`src/sv/wrpff_pkg.sv`:
```
// Shared types and constants for the read-pair feature flagger.
// No dependencies; imported by the front end, queue, back end and top level of the block.
`timescale 1ns / 1ps

package wrpff_pkg;

  localparam int SUM_BITS_DEFAULT = 48;
  localparam int QUEUE_DEPTH      = 4;
  localparam int CFG_IDX_BITS     = 3;

  localparam logic [CFG_IDX_BITS-1:0] REG_MIN_INSERT  = 3'd0;
  localparam logic [CFG_IDX_BITS-1:0] REG_MAX_INSERT  = 3'd1;
  localparam logic [CFG_IDX_BITS-1:0] REG_WINDOW_SIZE = 3'd2;
  localparam logic [CFG_IDX_BITS-1:0] REG_READ_COV    = 3'd3;
  localparam logic [CFG_IDX_BITS-1:0] REG_MATED_COV   = 3'd4;
  localparam logic [CFG_IDX_BITS-1:0] REG_INSERT_MEAN = 3'd5;
  localparam logic [CFG_IDX_BITS-1:0] REG_INSERT_DEV  = 3'd6;

  localparam logic [2:0] CLS_NONE      = 3'd0;
  localparam logic [2:0] CLS_CORRECT   = 3'd1;
  localparam logic [2:0] CLS_ORIENT    = 3'd2;
  localparam logic [2:0] CLS_DISTANCE  = 3'd3;
  localparam logic [2:0] CLS_OTHER     = 3'd4;
  localparam logic [2:0] CLS_SINGLETON = 3'd5;

  typedef struct packed {
    logic [23:0] min_insert;
    logic [23:0] max_insert;
    logic [19:0] window_size;
    logic [31:0] read_cov;
    logic [31:0] mated_cov;
    logic [31:0] insert_mean;
    logic [31:0] insert_dev;
  } cfg_t;

  // One queued operation: a window close or an accumulate of one record.
  typedef struct packed {
    logic        is_close;
    logic        last;
    logic [23:0] ordinal;
    logic [30:0] start;
    logic [20:0] bases_l;
    logic [2:0]  cls;
    logic        dup;
    logic        ins_add;
    logic [31:0] isize;
    logic [15:0] qlen;
  } op_t;

endpackage

```
`src/sv/wrpff_queue.sv`:
```
// Short operation queue between the front end and the back end.
// Depends on wrpff_pkg for the operation type and depth.
`timescale 1ns / 1ps

module wrpff_queue import wrpff_pkg::*; (
  input  logic clk,
  input  logic rst,
  input  op_t  wr_op,
  input  logic wr_valid,
  output logic wr_ready,
  output op_t  rd_op,
  output logic rd_valid,
  input  logic rd_ready
);

  localparam int AW = $clog2(QUEUE_DEPTH);

  op_t           slots [QUEUE_DEPTH];
  logic [AW-1:0] wptr, rptr;
  logic [AW:0]   count;
  logic          do_wr, do_rd;

  assign wr_ready = (count != (AW+1)'(QUEUE_DEPTH));
  assign rd_valid = (count != '0);
  assign rd_op    = slots[rptr];
  assign do_wr    = wr_valid && wr_ready;
  assign do_rd    = rd_valid && rd_ready;

  always_ff @(posedge clk) begin
    if (do_wr) begin
      slots[wptr] <= wr_op;
    end
  end

  always_ff @(posedge clk) begin
    if (rst) begin
      wptr  <= '0;
      rptr  <= '0;
      count <= '0;
    end else begin
      if (do_wr) begin
        wptr <= (wptr == AW'(QUEUE_DEPTH - 1)) ? '0 : wptr + 1'b1;
      end
      if (do_rd) begin
        rptr <= (rptr == AW'(QUEUE_DEPTH - 1)) ? '0 : rptr + 1'b1;
      end
      if (do_wr && !do_rd) begin
        count <= count + 1'b1;
      end else if (do_rd && !do_wr) begin
        count <= count - 1'b1;
      end
    end
  end

endmodule

```
`config.mk`:
```
export PLATFORM = sky130hd
export DESIGN_NAME = wrpff_queue
export DESIGN_NICKNAME = d
export VERILOG_FILES = /design/src/sv/wrpff_pkg.sv /design/src/sv/wrpff_queue.sv
export SDC_FILE = /design/constraint.sdc
export NUM_CORES = 1
export LEC_CHECK = 0
export ABC_CLOCK_PERIOD_IN_PS = 4080
export BUFFER_PORTS_ARGS = -buffer_cell sky130_fd_sc_hd__buf_2
export CORE_MARGIN = 8
export CORE_UTILIZATION = 45
export CTS_CLUSTER_SIZE = 10
export DETAILED_ROUTE_END_ITERATION = 7
export GPL_ROUTABILITY_DRIVEN = 0
export GPL_TIMING_DRIVEN = 0
export PLACE_DENSITY = 0.72
export SETUP_SLACK_MARGIN = 0.2
export SYNTH_ARGS = -nofsm -noshare
export SYNTH_HDL_FRONTEND = slang
export SYNTH_SLANG_ARGS = --single-unit
```
`constraint.sdc`:
```
create_clock -name clk -period 4.08 [get_ports clk]
set_input_delay 0.816 -clock clk [delete_from_list [all_inputs] [get_ports clk]]
set_output_delay 0.816 -clock clk [all_outputs]
set_load 0.05 [all_outputs]
```
**Yosys cells after proc, flatten, opt, wreduce, memory -nomap -nowiden**

Memories as Yosys holds them, arrays and structs flattened. A register that Yosys moved wholly into a read port is not among the register bits.
Index checks and enable logic that the tools add are counted.

- Register bits after elaboration: 7
- Bits in latches: 0
- Memory bits (writable): 524
- ROM bits: 0
- Input port bits: 135
- Output and inout bits: 133
- Logic and storage cells: 27
- Memories: 1

- $add $sub $neg: 4
- $mul: 0
- Div/mod/pow operators: 0
- Magnitude comparators: 0
- Equal/unequal tests: 3
- Shifts and indexed selects: 0
- Multiplexer cells: 8
- Bitwise logic cells: 0
- Reductions and logical operators: 8

Memories:

| name | depth | bits a word | read ports | clocked after memory_dff | write ports | line | source |
|---|---|---|---|---|---|---|---|
| slots | 4 | 131 | 1 | 1 | 1 | wrpff_queue.sv:18 | `op_t slots [QUEUE_DEPTH];` |

Operators with widths:

| operator | count |
|---|---|
| 2-to-1 mux 2 bit | 4 |
| 2-to-1 mux 3 bit | 2 |
| adder 2 x 1 -> 2 bit (second input constant) | 2 |
| equality test 2 bit (second input constant) | 2 |
| logical AND 1 bit | 4 |
| adder 3 x 1 -> 3 bit (second input constant) | 1 |
| != test 3 bit (second input constant) | 1 |
| nonzero test 3 bit | 1 |
| subtractor 3 x 1 -> 3 bit (second input constant) | 1 |
| zero test 1 bit | 2 |
| 2-to-1 mux 1 bit | 2 |
| nonzero test 2 bit | 1 |

**Longest topological paths before layout**

Gate-level depths: netlist of the first run.

- Depth after elaboration: 6
- Gate-level depth with buffers: 9
- Mapped depth without buffers: 8

**Worst setup path before layout of the first run**

OpenSTA, ideal clock, no wires.

- Path kind: register to register
- From: reg count[0]
- To: mem slots[0][0] (netlist name), enable pin
- Setup time: 432 ps
- Arrival time: 2541 ps
- Data required time: 3648 ps
- Slack: 1107 ps
- Stages on the path, launching flop included: 4
- Buffers on the path: 1
- Clock period less this slack: 2973 ps
- Cell sequence: dfxtp_1 > or3b_1 > clkbuf_2 > and3_2

- Word-level cells in the longest chain between the ends: 4

RTL lines:

| what | line | source |
|---|---|---|
| from (decl) | wrpff_queue.sv:20 | `logic [AW:0] count;` |
| from (signal assigned) | wrpff_queue.sv:48 | `count <= count + 1'b1;` |
| from (signal assigned) | wrpff_queue.sv:50 | `count <= count - 1'b1;` |
| != test 3 bit | wrpff_queue.sv:23 | `assign wr_ready = (count != (AW+1)'(QUEUE_DEPTH));` |
| net wr_ready | wrpff_queue.sv:10 | `output logic wr_ready,` |
| logical AND 1 bit | wrpff_queue.sv:26 | `assign do_wr = wr_valid && wr_ready;` |
| 2-to-1 mux 1 bit | wrpff_queue.sv:30 | `if (do_wr) begin` |
| 2-to-1 mux 1 bit (not written as such) | wrpff_queue.sv:31 | `slots[wptr] <= wr_op;` |
| to (decl) | wrpff_queue.sv:18 |  |

The timed path passes the listed nets, and every way through them passes these cells.

==> results of run 1 <==
==> cells in the final DEF (no fill, tap or decap) <==
| cell type | n |
|---|---|
| edfxtp_1 | 524 |
| buf_2 | 281 |
| mux4_2 | 131 |
| clkbuf_16 | 62 |
| clkbuf_1 | 30 |
| buf_6 | 10 |
| dfxtp_1 | 9 |
| buf_16 | 9 |
| ha_1 | 6 |
| and3_4 | 4 |
| inv_1 | 3 |
| nor2_1 | 3 |
| mux2i_1 | 3 |
| or3_2 | 2 |
| xor2_1 | 2 |
| a21oi_1 | 2 |
| nand2b_1 | 2 |
| or3b_1 | 1 |
| clkbuf_2 | 1 |
| and2_4 | 1 |
| o31ai_1 | 1 |
| nor3_1 | 1 |
| nand3_1 | 1 |
| o31ai_2 | 1 |
| or3_1 | 1 |
| nand2_1 | 1 |
| o21ai_0 | 1 |
| fa_1 | 1 |
| clkinv_1 | 1 |
| buf_12 | 1 |
==> state kept, by name, summed over array words and instances (netlist names), named ones only <==
signal and cells:
rptr 2, slots 524, wptr 2, count 3
==> layer usage <==
layer,up-vias,track usage [%],share of wire [%]
li1,3846,-,-
met1,4534,19.8,40
met2,301,24.7,49
met3,73,5.25,8.4
met4,16,4.78,2.0
met5,-,0,0.25
==> cells in the mapped netlist, types with 2 or more instances <==
cell type	instances	share of area, %
buf_6	10	0.58
mux2i_1	3	0.15
clkbuf_1	6	0.12
a21oi_1	2	0.052
edfxtp_1	524	81
xor2_1	2	0.090
buf_2	15	0.39
mux4_2	131	15
nand2b_1	2	0.065
and3_2	4	0.15
nor2_1	3	0.058
ha_1	6	0.39
dfxtp_1	9	0.93
inv_1	3	0.058
or3_2	2	0.077
==> cell families (layout without fill, tap and decap cells) <==
group	Yosys count	in the layout	share of synthesized area, %
flip-flops	533	533	82.1
multiplexers	134	134	15.4
AO/OA/AOI/OAI	5	5	0.181
XOR/XNOR	2	2	0.0904
AND/OR/NAND/NOR	17	17	0.549
adder cells (fa/ha/maj)	7	7	0.491
buffers and inverters	35	398	1.17
==> through the flow <==
step                instance area (µm²)  util (%)  TNS [ns]  setup WS [ns]
finish                            23300      54.5         0          0.687
global route                      23300      54.5         0          0.495
CTS                               23300      54.5         0          0.516
detailed placement                21700      50.6         0           1.17
global placement                  21400      50.0   -132.26         -0.302
floorplan                         19400         -         0           1.11
==> final timing paths <==
check	from	endpoint	slack, ns	cells past startpoint
worst max-delay path	flop	rd_op[106]	0.69	5
worst min-delay path	wr_op[7]	slots[1][7]$_DFFE_PP_	0.44	1
worst min register to register	rptr[0]$_SDFFE_PP0P_	flop	0.49	2
worst max register to register	count[0]$_SDFFE_PP0P_	slots[3][52]$_DFFE_PP_	1.65	5
==> final cells by class <==
| type | instances | area, µm² |
|---|---|---|
| Fill cell | 3195 | 19500 |
| Sequential cell | 533 | 15900 |
| Multi-Input combinational cell | 165 | 3250 |
| Clock buffer | 86 | 1640 |
| Timing Repair Buffer | 276 | 1600 |
| Tap cell | 546 | 683 |
| Buffer | 32 | 215 |
| Inverter | 3 | 11.3 |
| Clock inverter | 1 | 3.75 |
==> power groups by stage <==
stage	Sequential [mW]	Clock, mW	Combinational [mW]
after floorplan	6.86	0	3.38
after global placement	6.91	0	4.46
after detailed placement	6.87	0	4.57
after CTS	6.76	4.76	4.58
after global routing	6.80	4.95	4.72
final	6.75	4.62	4.48
==> results.py, run 1 <==
metrics = {
    "global_routing": {
        "grt_pass1_wl_um": 58200,
        "grt_max_degree": 54,
        "overflow": 0,
        "antenna_found_initial": 9,
        "grt_util_all_layers_pct": 15.4,
        "grt_pass1_vias": 9344,
    },
    "placed_design": {
        "portBuffers": 266,
        "dp.cells": 1555,
        "dpl.hpwl_um": 25000,
    },
    "floorplanning": {
        "die-area_um2": 50000,
        "die_y_um": 224,
        "start_util_pct": 45.3,
        "die_x_um": 224,
        "num_rows": 76,
        "ios": 268,
        "design.core.area_um2": 42800,
    },
    "clock_tree": {
        "hold_buffers": 0,
        "ctsResizeCount": 0,
        "cts_buffers": 59,
        "cts.clk_slew.worst_paths_ns": 0.05,
        "cts_tree": "built",
        "cts_max_level": 2,
        "insertion_delay_ns": 0.59,
        "cts_sinks": 533,
        "cts_buffer_depth": 3,
        "post_cts_buffers": 0,
        "cts-root-buf": "clkbuf_16",
    },
    "setup_path": {
        "cp_cell_sequence": "clkbuf_1, buf_2, buf_2, mux4_2, buf_2",
        "cp_common_cell": "buf_2",
        "crit_path_max_fanout": 10,
        "cpMaxStageDelayCell": "mux4_2",
        "cp.required_ns": 3.26,
        "crit_buf_inv": 4,
        "startpoint_type": "flop",
        "cp-end-kind": "output pin",
        "path_delay_family": "buffers and inverters",
        "crit_arrival_ns": 2.58,
        "worstSetupPathType": "flop to output pin",
        "critPathMaxStageDelay_ns": 0.40,
    },
    "power_and_ir_drop": {
        "power.leakage_nw": 7.81,
        "seq_power_share_pct": 42.6,
        "internal_power_mw": 10.7,
        "power_density_nw_per_um2": 680,
        "combPwrFrac_pct": 28.3,
        "switchingPower_mw": 5.15,
        "switching_share_pct": 32.5,
        "peakVddDrop_v": 0.000469,
        "pwr-share-clk_pct": 29.2,
        "power_mw": 15.9,
    },
    "yosys": {
        "syn_avg_cell_area_um2": 26.4,
        "synth-seq-cells": 533,
        "yosys_warnings": 0,
        "synth_area_um2": 19400,
        "synth_cell_types": 26,
        "syn-num-nets": 875,
        "synth-main-ff-cell": "edfxtp_1",
        "syn_inst": 733,
        "synth_edf_count": 524,
        "seq_area_frac_synth_pct": 82.1,
        "synthArstFlopShare_pct": 0,
    },
    "timing": {
        "maxSlewViolCount": 0,
        "finalHoldViolations": 0,
        "period_needed_ns": 3.39,
        "finalClockSkew_ns": 0.00971,
        "post-route-period-util_pct": 83.2,
        "holdWs_ns": 0.437,
        "rsz0062_at_grt": "false",
        "setup_violations": 0,
        "relSlewSlack_pct": 51.6,
        "timing.fmax_mhz": 295,
        "worst-slew-pin-transition_ns": 0.727,
    },
    "final_layout": {
        "nNetsFinal": 1212,
        "syn_to_final_growth_pct": 20.3,
        "final-instance-count-excl-fill": 1642,
        "drive_gt1_share_pct": 45.9,
        "n_antenna_cell": 0,
    },
    "routing": {
        "vias": 8770,
        "drtIter0Drc": 705,
        "vias_per_cell": 5.34,
        "first_pass_iters": 5,
        "drt_wl_total_um": 38900,
        "drc": 0,
        "wl_per_cell_um": 23.7,
        "antenna_left": 0,
    },
    "status": {
        "status": "complete, no violations",
    },
    "flow_run": {
        "maxCapViolCount": 0,
    },
    "worst_hold_path": {
        "min_path_type": "input port to flop",
    },
}
Power figures use the tool's default switching activity.
==> run 2, diff against run 1 <==
Settings changed: ABC_AREA set to 1, ABC_CLOCK_PERIOD_IN_PS 4080 to 3010, PLACE_DENSITY 0.72 to 0.74.
Clock period 4.08 ns to 3.01 ns, I/O delays scaled along.
==> results.py, run 2 <==
metrics = {
    "yosys": {
        "synth_cell_types": 23,
        "synthArstFlopShare_pct": 0,
        "syn-num-nets": 1477,
        "ys_top_cells_by_area": "edfxtp_1, nor2_1, o21ai_0",
        "syn_avg_cell_area_um2": 14.9,
        "synth_area_leader_cell": "edfxtp_1",
        "synth-main-ff-cell": "edfxtp_1",
        "synth_edf_count": 524,
        "yosysTopAreaCellShare_pct": 79.1,
        "yosys_warnings": 0,
        "seq_area_frac_synth_pct": 80.0,
        "synth_area_um2": 19900,
        "syn_inst": 1335,
        "synth.top_cells.by_count": "edfxtp_1, nor2_1, o21ai_0",
        "synth-seq-cells": 533,
        "yosysMostFrequentCell": "edfxtp_1",
    },
    "routing": {
        "wl_per_cell_um": 22.5,
        "drtIter0Drc": 925,
        "vias": 12653,
        "antenna_left": 0,
        "drt_wl_total_um": 51900,
        "first_pass_iters": 5,
        "drc": 0,
        "vias_per_cell": 5.49,
    },
    "timing": {
        "relSlewSlack_pct": 46.4,
        "post-route-period-util_pct": 91.4,
        "maxSlewViolCount": 0,
        "timing.fmax_mhz": 364,
        "finalClockSkew_ns": 0.0450,
        "holdWs_ns": 0.157,
        "worst-slew-pin-transition_ns": 0.801,
        "finalSetupTns_ns": 0,
        "rsz0062_at_grt": "true",
        "setup_violations": 0,
        "finalHoldViolations": 0,
        "period_needed_ns": 2.75,
    },
    "clock_tree": {
        "cts_tree": "built",
        "insertion_delay_ns": 0.62,
        "cts_sinks": 533,
        "cts_buffer_depth": 3,
        "post_cts_buffers": 0,
        "cts_max_level": 2,
        "cts-root-buf": "clkbuf_16",
        "cts_buffers": 59,
        "hold_buffers": 0,
        "cts.clk_slew.worst_paths_ns": 0.06,
    },
    "final_layout": {
        "drive_gt1_share_pct": 27.8,
        "final-instance-count-excl-fill": 2306,
        "final_cell_mix": "edfxtp_1, nor2_1, o21ai_0",
        "largest_reg_flops": 524,
        "nNetsFinal": 1829,
        "top_register": "slots",
        "syn_to_final_growth_pct": 24.9,
        "reg.largest.list": "slots: 524 flops, count: 3 flops",
        "fin_util_pct": 56.6,
        "fillers": 3434,
        "mostFrequentLayoutCell": "edfxtp_1",
    },
    "power_and_ir_drop": {
        "power.leakage_nw": 8.80,
        "power_density_nw_per_um2": 1060,
        "peakVddDrop_v": 0.000802,
        "power_mw": 26.5,
    },
    "placed_design": {
        "dp.cells": 2215,
        "portBuffers": 267,
        "dpl.hpwl_um": 32200,
    },
    "setup_path": {
        "crit_arrival_ns": 2.15,
        "crit_buf_inv": 5,
        "cp_cell_sequence": "buf_12, clkinv_16, clkbuf_16, buf_6, o21ai_1, o22ai_2, buf_4",
        "cp-end-kind": "output pin",
        "cp.required_ns": 2.41,
        "critPathMaxStageDelay_ns": 0.40,
        "worstSetupPathType": "flop to output pin",
        "startpoint_type": "flop",
        "cpMaxStageDelayCell": "dfxtp_4",
        "path_delay_family": "buffers and inverters",
        "crit_path_max_fanout": 12,
    },
    "floorplanning": {
        "die_x_um": 226,
        "design.core.area_um2": 43900,
        "num_rows": 77,
        "start_util_pct": 45.3,
        "die-area_um2": 51200,
        "die_y_um": 226,
        "ios": 268,
    },
    "global_routing": {
        "use_met1_pct": 24.4,
        "grtUsageMet3_pct": 5.56,
        "grt_max_degree": 30,
        "grt_pass1_wl_um": 74700,
        "overflow": 0,
        "grt_pass1_vias": 12747,
        "gr-max-usage-layer": "met2",
        "grt.met2_usage_pct": 31.4,
        "antenna_found_initial": 10,
        "grt_util_all_layers_pct": 19.2,
    },
    "flow_run": {
        "maxCapViolCount": 0,
    },
    "worst_hold_path": {
        "min_path_type": "input port to flop",
    },
    "status": {
        "status": "complete, no violations",
    },
}
==> run 2: changes by cell type in the layout (fill, tap and decap cells not counted), moves of 104 or more <==
cell / change
nor2_1: +271
o21ai_0: +181
mux4_2: -131
buf_2: -117
o22ai_1: +111
buf_4: +104
==> run 2: cells by family after synthesis <==
kind of cell	share of synthesized area, %
XOR/XNOR	0.0440
adder cells (fa/ha/maj)	0.478
AO/OA/AOI/OAI	10.8
AND/OR/NAND/NOR	5.66
flip-flops	80.0
buffers and inverters	3.02
==> run 2: what timing repair did <==
action	in CTS	in global routing
gates cloned	0	3
gates resized for setup	154	99
pin swaps	0	2
setup endpoints to repair	131	113
==> run 2: final timing paths <==
path | startpoint | endpoint | slack (ns) | cells past startpoint
max | flop | rd_op[102] | 0.26 | 7
min reg2reg | count[1]$_SDFFE_PP0P_ | count[1]$_SDFFE_PP0P_ | 0.53 | 2
max reg2reg | wptr[1]$_SDFFE_PP0P_ | slots[1][35]$_DFFE_PP_ | 0.79 | 7
min | rst | count[0]$_SDFFE_PP0P_ | 0.16 | 2
==> run 2: area by class of cell <==
class,count,area (µm²),area share (%)
sequential,533,15900,64.1
timing repair buffer,291,2170,8.75
tap,592,741,2.98
antenna,10,25.0,0.101
inverter,16,86.3,0.347
clock inverter,4,32.5,0.131
multi-input combinational,701,3590,14.4
buffer,85,728,2.93
clock buffer,74,1550,6.25
==> run 2: power by group <==
part	total, mW	leakage [nW]	internal, mW	switching [mW]
sequential	9.26	4.88	9.04	0.214
clock	6.17	0.771	3.55	2.62
combinational	11.0	3.15	3.11	7.92
total	26.5	8.80	15.7	10.8
==> run 2: through the flow <==
stage          cell area [µm²]  setup WS (ns)
3_3_place_gp             22000          -1.79
4_1_cts                  24500          0.170
3_5_place_dp             22500          0.475
5_1_grt                  24800          0.172
2_1_floorplan            20000        -0.0319
6_report                 24800          0.260
==> run 2: routing by layer <==
layer  part of all wire, %  vias to the layer above
li1                      -                     5743
met1                    39                     6240
met2                    49                      554
met3                   8.8                      110
met4                   2.8                        6
met5                 0.065                        -
